**config.mk**
```make
export PLATFORM = sky130hd
export DESIGN_NAME = sha256_message_hasher
export DESIGN_NICKNAME = d
export VERILOG_FILES = /design/src/hdl/sha256_pkg.sv /design/src/hdl/sha256_message_hasher.sv /design/src/hdl/sha256_sched.sv /design/src/hdl/sha256_round.sv
export SDC_FILE = /design/constraint.sdc
export NUM_CORES = 2
export LEC_CHECK = 0
export BUFFER_PORTS_ARGS = -buffer_cell sky130_fd_sc_hd__buf_2
export CORE_ASPECT_RATIO = 1.5
export CORE_UTILIZATION = 32
export CTS_CLUSTER_DIAMETER = 80
export CTS_CLUSTER_SIZE = 40
export DETAILED_ROUTE_END_ITERATION = 8
export PLACE_DENSITY = 0.46
export SLEW_MARGIN = 0
export SYNTH_ARGS = -nofsm -noshare
export SYNTH_HDL_FRONTEND = slang
export SYNTH_SLANG_ARGS = --single-unit
```
**constraint.sdc**
```tcl
create_clock -name aclk -period 21.9 [get_ports aclk]
set_input_delay 5.475 -clock aclk [delete_from_list [all_inputs] [get_ports aclk]]
set_output_delay 5.475 -clock aclk [all_outputs]
set_load 0.01 [all_outputs]
```
**src/hdl/sha256_pkg.sv**
```systemverilog
// shared types, constants and functions of the sha-256 message hasher
`timescale 1ns / 1ps

package sha256_pkg;

    localparam int BLOCK_WORDS = 16;
    localparam int ROUNDS      = 64;
    localparam int LEN_HIGH    = 29;

    typedef logic [7:0][31:0] hash_t;

    // controls of the round and hash unit
    typedef struct packed {
        logic       load;   // copy the chained hash into the working variables
        logic       step;   // run one compression round
        logic       fold;   // add the working variables into the chained hash
        logic       init;   // return the chained hash to its initial value
        logic [5:0] rnd;    // round number, selects the round constant
    } rnd_ctrl_t;

    // controls of the block and schedule window
    typedef struct packed {
        logic       push;   // shift one message or pad byte in
        logic       shift;  // advance the message schedule by one word
        logic [7:0] data;
    } sched_ctrl_t;

    localparam hash_t INIT_HASH = {
        32'h5be0cd19, 32'h1f83d9ab, 32'h9b05688c, 32'h510e527f,
        32'ha54ff53a, 32'h3c6ef372, 32'hbb67ae85, 32'h6a09e667
    };

    localparam logic [31:0] ROUND_K [ROUNDS] = '{
        32'h428a2f98, 32'h71374491, 32'hb5c0fbcf, 32'he9b5dba5,
        32'h3956c25b, 32'h59f111f1, 32'h923f82a4, 32'hab1c5ed5,
        32'hd807aa98, 32'h12835b01, 32'h243185be, 32'h550c7dc3,
        32'h72be5d74, 32'h80deb1fe, 32'h9bdc06a7, 32'hc19bf174,
        32'he49b69c1, 32'hefbe4786, 32'h0fc19dc6, 32'h240ca1cc,
        32'h2de92c6f, 32'h4a7484aa, 32'h5cb0a9dc, 32'h76f988da,
        32'h983e5152, 32'ha831c66d, 32'hb00327c8, 32'hbf597fc7,
        32'hc6e00bf3, 32'hd5a79147, 32'h06ca6351, 32'h14292967,
        32'h27b70a85, 32'h2e1b2138, 32'h4d2c6dfc, 32'h53380d13,
        32'h650a7354, 32'h766a0abb, 32'h81c2c92e, 32'h92722c85,
        32'ha2bfe8a1, 32'ha81a664b, 32'hc24b8b70, 32'hc76c51a3,
        32'hd192e819, 32'hd6990624, 32'hf40e3585, 32'h106aa070,
        32'h19a4c116, 32'h1e376c08, 32'h2748774c, 32'h34b0bcb5,
        32'h391c0cb3, 32'h4ed8aa4a, 32'h5b9cca4f, 32'h682e6ff3,
        32'h748f82ee, 32'h78a5636f, 32'h84c87814, 32'h8cc70208,
        32'h90befffa, 32'ha4506ceb, 32'hbef9a3f7, 32'hc67178f2
    };

    function automatic logic [31:0] rotr(input logic [31:0] x, input int unsigned n);
        return (x >> n) | (x << (32 - n));
    endfunction

    function automatic logic [31:0] small_sigma0(input logic [31:0] x);
        return rotr(x, 7) ^ rotr(x, 18) ^ (x >> 3);
    endfunction

    function automatic logic [31:0] small_sigma1(input logic [31:0] x);
        return rotr(x, 17) ^ rotr(x, 19) ^ (x >> 10);
    endfunction

    function automatic logic [31:0] big_sigma0(input logic [31:0] x);
        return rotr(x, 2) ^ rotr(x, 13) ^ rotr(x, 22);
    endfunction

    function automatic logic [31:0] big_sigma1(input logic [31:0] x);
        return rotr(x, 6) ^ rotr(x, 11) ^ rotr(x, 25);
    endfunction

endpackage

```
**src/hdl/sha256_message_hasher.sv**
```systemverilog
// top level of the sha-256 message hasher: byte intake, padding sequencer, digest output
`timescale 1ns / 1ps

// Takes one message byte per transfer (s_tuser high marks a valid byte, s_tlast ends the
// message) and returns the 256-bit digest as eight transfers, most significant word first,
// m_tlast on the eighth. The byte that fills a 64-byte block is followed by the rounds of
// the single shared round unit and a fold of the result into the chained hash, and the
// input is not ready while they run. On the end of a message the padding bytes go through
// the same byte path at one per cycle, possibly into a second block, and each padded block
// again runs the rounds and the fold before the eight digest words are sent. After the
// last digest word the hasher is back at the initial hash.
module sha256_message_hasher (
    input  logic        aclk,
    input  logic        aresetn,
    // s_tdata: [7:0] data_byte
    input  logic [7:0]  s_tdata,
    // s_tuser: [0] has_byte
    input  logic        s_tuser,
    input  logic        s_tlast,
    input  logic        s_tvalid,
    output logic        s_tready,
    // m_tdata: [31:0] digest_word, [34:32] word_index, [39:35] zero
    output logic [39:0] m_tdata,
    output logic        m_tlast,
    output logic        m_tvalid,
    input  logic        m_tready
);
    import sha256_pkg::*;

    typedef enum logic [4:0] {
        ST_IDLE  = 5'b00001,
        ST_ROUND = 5'b00010,
        ST_FOLD  = 5'b00100,
        ST_PAD   = 5'b01000,
        ST_OUT   = 5'b10000
    } state_t;

    state_t      state_reg, state_next;
    logic [60:0] count_reg, count_next;
    logic [5:0]  pos_reg, pos_next;
    logic [6:0]  round_reg, round_next;
    logic [2:0]  idx_reg, idx_next;
    logic        fin_reg, fin_next;
    logic        first_reg, first_next;
    logic        lenok_reg, lenok_next;
    logic        finblk_reg, finblk_next;

    rnd_ctrl_t   rctrl;
    sched_ctrl_t sctrl;
    logic [31:0] w_cur;
    hash_t       hash;
    logic [63:0] len_bits;
    logic [5:0]  len_shift;
    logic [7:0]  len_byte;

    assign len_bits  = {count_reg, 3'b000};
    assign len_shift = {3'd7 - pos_reg[2:0], 3'b000};
    assign len_byte  = 8'(len_bits >> len_shift);

    assign s_tready = (state_reg == ST_IDLE);
    assign m_tvalid = (state_reg == ST_OUT);
    assign m_tdata  = {5'b00000, idx_reg, hash[idx_reg]};
    assign m_tlast  = (idx_reg == 3'd7);

    always_comb begin
        state_next  = state_reg;
        count_next  = count_reg;
        pos_next    = pos_reg;
        round_next  = round_reg;
        idx_next    = idx_reg;
        fin_next    = fin_reg;
        first_next  = first_reg;
        lenok_next  = lenok_reg;
        finblk_next = finblk_reg;
        rctrl       = '0;
        rctrl.rnd   = round_reg[5:0];
        sctrl       = '0;

        case (state_reg)
            ST_IDLE: begin
                if (s_tvalid) begin
                    fin_next   = s_tlast;
                    first_next = s_tlast;
                    lenok_next = 1'b0;
                    if (s_tuser) begin
                        sctrl.push = 1'b1;
                        sctrl.data = s_tdata;
                        count_next = count_reg + 61'd1;
                        pos_next   = pos_reg + 6'd1;
                    end
                    if (s_tuser && pos_reg == 6'd63) begin
                        rctrl.load = 1'b1;
                        state_next = ST_ROUND;
                    end else if (s_tlast) begin
                        state_next = ST_PAD;
                    end
                end
            end
            ST_PAD: begin
                sctrl.push = 1'b1;
                pos_next   = pos_reg + 6'd1;
                first_next = 1'b0;
                if (first_reg) begin
                    sctrl.data = 8'h80;
                end else if (lenok_reg && pos_reg >= 6'd56) begin
                    sctrl.data = len_byte;
                end
                // the length field belongs to this block only if the pad byte came before it
                if (first_reg && pos_reg < 6'd56) begin
                    lenok_next = 1'b1;
                end
                if (pos_reg == 6'd63) begin
                    if (lenok_reg && !first_reg) begin
                        finblk_next = 1'b1;
                    end
                    lenok_next = 1'b1;
                    rctrl.load = 1'b1;
                    state_next = ST_ROUND;
                end
            end
            ST_ROUND: begin
                rctrl.step  = 1'b1;
                sctrl.shift = 1'b1;
                round_next  = round_reg + 7'd1;
                if (round_reg == 7'd63) begin
                    round_next = 7'd0;
                    state_next = ST_FOLD;
                end
            end
            ST_FOLD: begin
                rctrl.fold = 1'b1;
                if (finblk_reg) begin
                    idx_next   = 3'd0;
                    state_next = ST_OUT;
                end else if (fin_reg) begin
                    state_next = ST_PAD;
                end else begin
                    state_next = ST_IDLE;
                end
            end
            ST_OUT: begin
                if (m_tready) begin
                    idx_next = idx_reg + 3'd1;
                    if (idx_reg == 3'd7) begin
                        rctrl.init  = 1'b1;
                        count_next  = '0;
                        pos_next    = '0;
                        fin_next    = 1'b0;
                        finblk_next = 1'b0;
                        state_next  = ST_IDLE;
                    end
                end
            end
            default: begin
                state_next = ST_IDLE;
            end
        endcase
    end

    always_ff @(posedge aclk) begin
        if (!aresetn) begin
            state_reg  <= ST_IDLE;
            count_reg  <= '0;
            pos_reg    <= '0;
            round_reg  <= '0;
            idx_reg    <= '0;
            fin_reg    <= 1'b0;
            first_reg  <= 1'b0;
            lenok_reg  <= 1'b0;
            finblk_reg <= 1'b0;
        end else begin
            state_reg  <= state_next;
            count_reg  <= count_next;
            pos_reg    <= pos_next;
            round_reg  <= round_next;
            idx_reg    <= idx_next;
            fin_reg    <= fin_next;
            first_reg  <= first_next;
            lenok_reg  <= lenok_next;
            finblk_reg <= finblk_next;
        end
    end

    sha256_sched u_sched (
        .aclk  (aclk),
        .ctrl  (sctrl),
        .w_out (w_cur)
    );

    sha256_round u_round (
        .aclk    (aclk),
        .aresetn (aresetn),
        .ctrl    (rctrl),
        .w_in    (w_cur),
        .hash    (hash)
    );

    // input and output are never open together
    a_no_overlap: assert property (@(posedge aclk) disable iff (!aresetn)
        !(s_tready && m_tvalid))
        else $error("input ready while digest is being sent");

    // round counter only moves during the rounds
    a_round_idle: assert property (@(posedge aclk) disable iff (!aresetn)
        (round_reg != 7'd0) |-> (state_reg == ST_ROUND))
        else $error("round counter left non-zero outside the rounds");

    // every fold follows the last round
    a_fold_after_rounds: assert property (@(posedge aclk) disable iff (!aresetn)
        (state_reg == ST_FOLD) |-> ($past(state_reg) == ST_ROUND && $past(round_reg) == 7'd63))
        else $error("fold without a full set of rounds");

    // the final digest transfer returns the block to idle with a cleared count
    a_end_of_digest: assert property (@(posedge aclk) disable iff (!aresetn)
        (m_tvalid && m_tready && m_tlast) |=> (s_tready && count_reg == 61'd0))
        else $error("not idle after the last digest word");

endmodule

```
**src/hdl/sha256_sched.sv**
```systemverilog
// block buffer that packs bytes big-endian and then runs the message schedule
`timescale 1ns / 1ps

module sha256_sched (
    input  logic                     aclk,
    input  sha256_pkg::sched_ctrl_t  ctrl,
    output logic [31:0]              w_out
);
    import sha256_pkg::*;

    localparam int BLK_BITS = BLOCK_WORDS * 32;

    logic [BLK_BITS-1:0] blk_reg;
    logic [31:0]         w_new;

    // word i of the window sits at blk_reg[BLK_BITS-1-32*i -: 32]
    function automatic logic [31:0] word_at(input logic [BLK_BITS-1:0] b, input int i);
        return b[BLK_BITS-1-32*i -: 32];
    endfunction

    assign w_out = word_at(blk_reg, 0);
    assign w_new = small_sigma1(word_at(blk_reg, 14)) + word_at(blk_reg, 9)
                 + small_sigma0(word_at(blk_reg, 1)) + word_at(blk_reg, 0);

    always_ff @(posedge aclk) begin
        if (ctrl.push) begin
            blk_reg <= {blk_reg[BLK_BITS-9:0], ctrl.data};
        end else if (ctrl.shift) begin
            blk_reg <= {blk_reg[BLK_BITS-33:0], w_new};
        end
    end

endmodule

```
**src/hdl/sha256_round.sv**
```systemverilog
// working variables, one shared compression round and the chained hash
`timescale 1ns / 1ps

module sha256_round (
    input  logic                    aclk,
    input  logic                    aresetn,
    input  sha256_pkg::rnd_ctrl_t   ctrl,
    input  logic [31:0]             w_in,
    output sha256_pkg::hash_t       hash
);
    import sha256_pkg::*;

    hash_t       hash_reg;
    hash_t       vars_reg;
    hash_t       vars_next;
    logic [31:0] t1;
    logic [31:0] t2;

    assign hash = hash_reg;

    always_comb begin
        t1 = vars_reg[7] + big_sigma1(vars_reg[4])
           + ((vars_reg[4] & vars_reg[5]) ^ (~vars_reg[4] & vars_reg[6]))
           + ROUND_K[ctrl.rnd] + w_in;
        t2 = big_sigma0(vars_reg[0])
           + ((vars_reg[0] & vars_reg[1]) ^ (vars_reg[0] & vars_reg[2])
              ^ (vars_reg[1] & vars_reg[2]));
        vars_next    = vars_reg;
        vars_next[7] = vars_reg[6];
        vars_next[6] = vars_reg[5];
        vars_next[5] = vars_reg[4];
        vars_next[4] = vars_reg[3] + t1;
        vars_next[3] = vars_reg[2];
        vars_next[2] = vars_reg[1];
        vars_next[1] = vars_reg[0];
        vars_next[0] = t1 + t2;
    end

    always_ff @(posedge aclk) begin
        if (ctrl.load) begin
            vars_reg <= hash_reg;
        end else if (ctrl.step) begin
            vars_reg <= vars_next;
        end
    end

    always_ff @(posedge aclk) begin
        if (!aresetn) begin
            hash_reg <= INIT_HASH;
        end else if (ctrl.init) begin
            hash_reg <= INIT_HASH;
        end else if (ctrl.fold) begin
            for (int i = 0; i < 8; i++) begin
                hash_reg[i] <= hash_reg[i] + vars_reg[i];
            end
        end
    end

endmodule
```
==> results.ini <==
[clock_network]
clockBufferDepth = 3
clk-insertion-delay-late_ps = 740
cts_root_buffer = clkbuf_16
clock-sinks = 1110
cts_buffers = 77
cts-hold-fix-buffers = 0
post_cts_resized = 0
cts_tree = built
postCtsSetupBuffers = 0
path_clk_slew_ps = 100
h-tree-depth = 3

[logic_synthesis]
synth.avg_cell_area_sq_um = 8.83
synth-seq-cells = 1110
async_flop_share_pct = 0
synth_area_sq_mm = 0.0755
synthTopCellsByCount = nand2_1, edfxtp_1, a21oi_1, clkbuf_1, o21ai_0
yosysMostFrequentCell = nand2_1
yosys_warnings = 0
synthDominantCellAreaShare_pct = 30.6
yosys.area.top_type = edfxtp_1
synth-edff-count = 768
syn_inst = 8545
ys_top_cells_by_area = edfxtp_1, nand2_1, dfxtp_1
synthDistinctLibCells = 96
synth_seq_area_share_pct = 39.6
ys.flop_type = edfxtp_1

[drt]
wirelength_um = 301000
wl_per_cell_um = 26.3
route.detailed.drc = 0
drt_iter0_drc = 4311
via_per_inst = 5.33
m1WireLength_um = 106000
ant_nets = 0
dr.pass1.iters = 6
wl_met2_um = 158000
top_layer_used = met5
dr_total_vias = 60996
dr_wl_met3_um = 8100

[place]
gp_congestion = 0.964
portBuffers = 51
dp_hpwl_um = 231000

[floorplan]
die_h_um = 597
die-area_sq_mm = 0.238
die_w_um = 398
io_pins = 57
core-area_sq_mm = 0.235
initial_utilization_pct = 32.1
num_rows = 218

[outcome]
outcome = complete, no violations

[setup_path]
crit_path_top_delay_cell = ha_1
crit_family = compound AO/OA/AOI/OAI gates
cp_max_fo = 27
path_class = reg2reg
required_ps = 22500
start_kind = register
critPathBufInv = 7
cp.arrival_ps = 12050
end_kind = register
cpPeakStageDelay_ps = 850
cpMostUsedCell = inv_1

[global_routing]
grt_max_degree = 212
antenna_found_initial = 12
grt_first_pass_wirelength_um = 432000
grt_overflow = 0
track_usage_pct = 24.9
grt_pass1_vias = 61581

[finish]
area_growth_syn_to_layout_pct = 8.24
largest_reg_flops = 512
fin_nets = 8899
drive_gt1_share_pct = 6.05

[timing]
timing.hold.ws_ps = 450
skew_ps = 47.3
slew_viol_final = 0
hold_viol_final = 0
worstMarginPinSlew_ps = 1290
setup_viol = 0
relSlewSlack_pct = 11.6
timing.fmax_mhz = 87.3
fin_crit_sh_pct = 52.3
rsz0062_at_grt = false
finalCriticalPeriod_ps = 11450
fin_tns_setup_ps = 0

[pwr]
power_leakage_uw = 0.0332
vdd_drop_max_v = 0.000119
powerDensity_mw_per_mm2 = 118

[hold_path]
hold_path_class = reg2reg

[flow_run]
cap_viol_max_count = 0

power by group:
group          internal (uW)  total, uW  switching [uW]
Combinational           1810       4860            3040
Clock                    800       1780             979
Sequential              2770       3010             246
Total                   5380       9650            4270
stage by stage:
stage / util [%] / std cells / area [sq um] / power [uW] / setup WS, ps
final: 34.8 / 11440 / 81700 / 9650 / 10450
after global routing: 34.8 / 11440 / 81700 / 10300 / 9960
after CTS: 34.8 / 11439 / 81700 / 9730 / 10510
after detailed placement: 33.5 / 11297 / 78700 / 7910 / 10530
after global placement: 33.5 / 11297 / 78700 / 7880 / 10550
after floorplan: - / 8549 / 75500 / 6400 / 3570
worst min-delay path: stages, from the launching register on:
cell	delay [ps]
dfxtp_1	320
nand2_1	50
a41oi_1	40
layout by cell type, fill, tap and decap left out, types with 14 or more instances in the layout:
cell	count
nand3b_1	20
nand3_1	142
clkbuf_16	79
o311ai_0	19
inv_1	332
mux2_2	56
o21bai_1	40
buf_2	51
a21oi_1	472
buf_4	109
a21o_1	196
o21a_1	63
ha_1	394
xnor2_1	351
nor3b_1	14
a21boi_0	14
o211ai_1	126
a211oi_1	81
and2_1	24
nand2b_1	68
dfxtp_1	335
mux4_2	79
nor2b_1	53
or3_1	58
and3_1	47
xor2_1	224
nand2_1	2553
o21ai_0	420
o21ai_1	15
o22ai_1	17
mux2i_1	39
o31ai_1	39
fa_1	195
nor3_1	96
a31oi_1	53
nand4_1	44
edfxtp_1	768
nor2_1	342
cells by family after synthesis:
| family | share of synthesized area (%) |
|---|---|
| XOR/XNOR | 6.67 |
| flip-flops | 39.6 |
| other | 0.00497 |
| buffers and inverters | 4.21 |
| AND/OR/NAND/NOR | 19.7 |
| AO/OA/AOI/OAI | 14.3 |
| multiplexers | 3.71 |
| adder cells (fa/ha/maj) | 11.8 |
path summary, 6_finish.rpt:
kind	from	endpoint	slack [ps]	depth (start not counted)
max	round_reg[1]	u_round.vars_next[61]	10450	39
min	round_reg[6]	round_reg[6]	450	2
max reg2reg	round_reg[1]	u_round.vars_next[61]	10450	39
min reg2reg	round_reg[6]	round_reg[6]	450	2
layout make-up:
class | count | area, sq um
clock buffer | 84 | 2010
fill | 24302 | 153000
inverter | 338 | 1270
clock inverter | 58 | 980
tap | 3080 | 3850
sequential | 1110 | 29900
multi-input combinational | 6605 | 42500
antenna | 1 | 2.50
timing repair buffer | 164 | 1150
metal layers:
metal | vias up | global-route usage, %
met5 | - | 0
met4 | 8 | 19.9
met3 | 583 | 2.21
met2 | 1286 | 46.4
met1 | 30136 | 25.2
li1 | 28983 | -
Note: power is estimated with default switching activity, not from simulation.
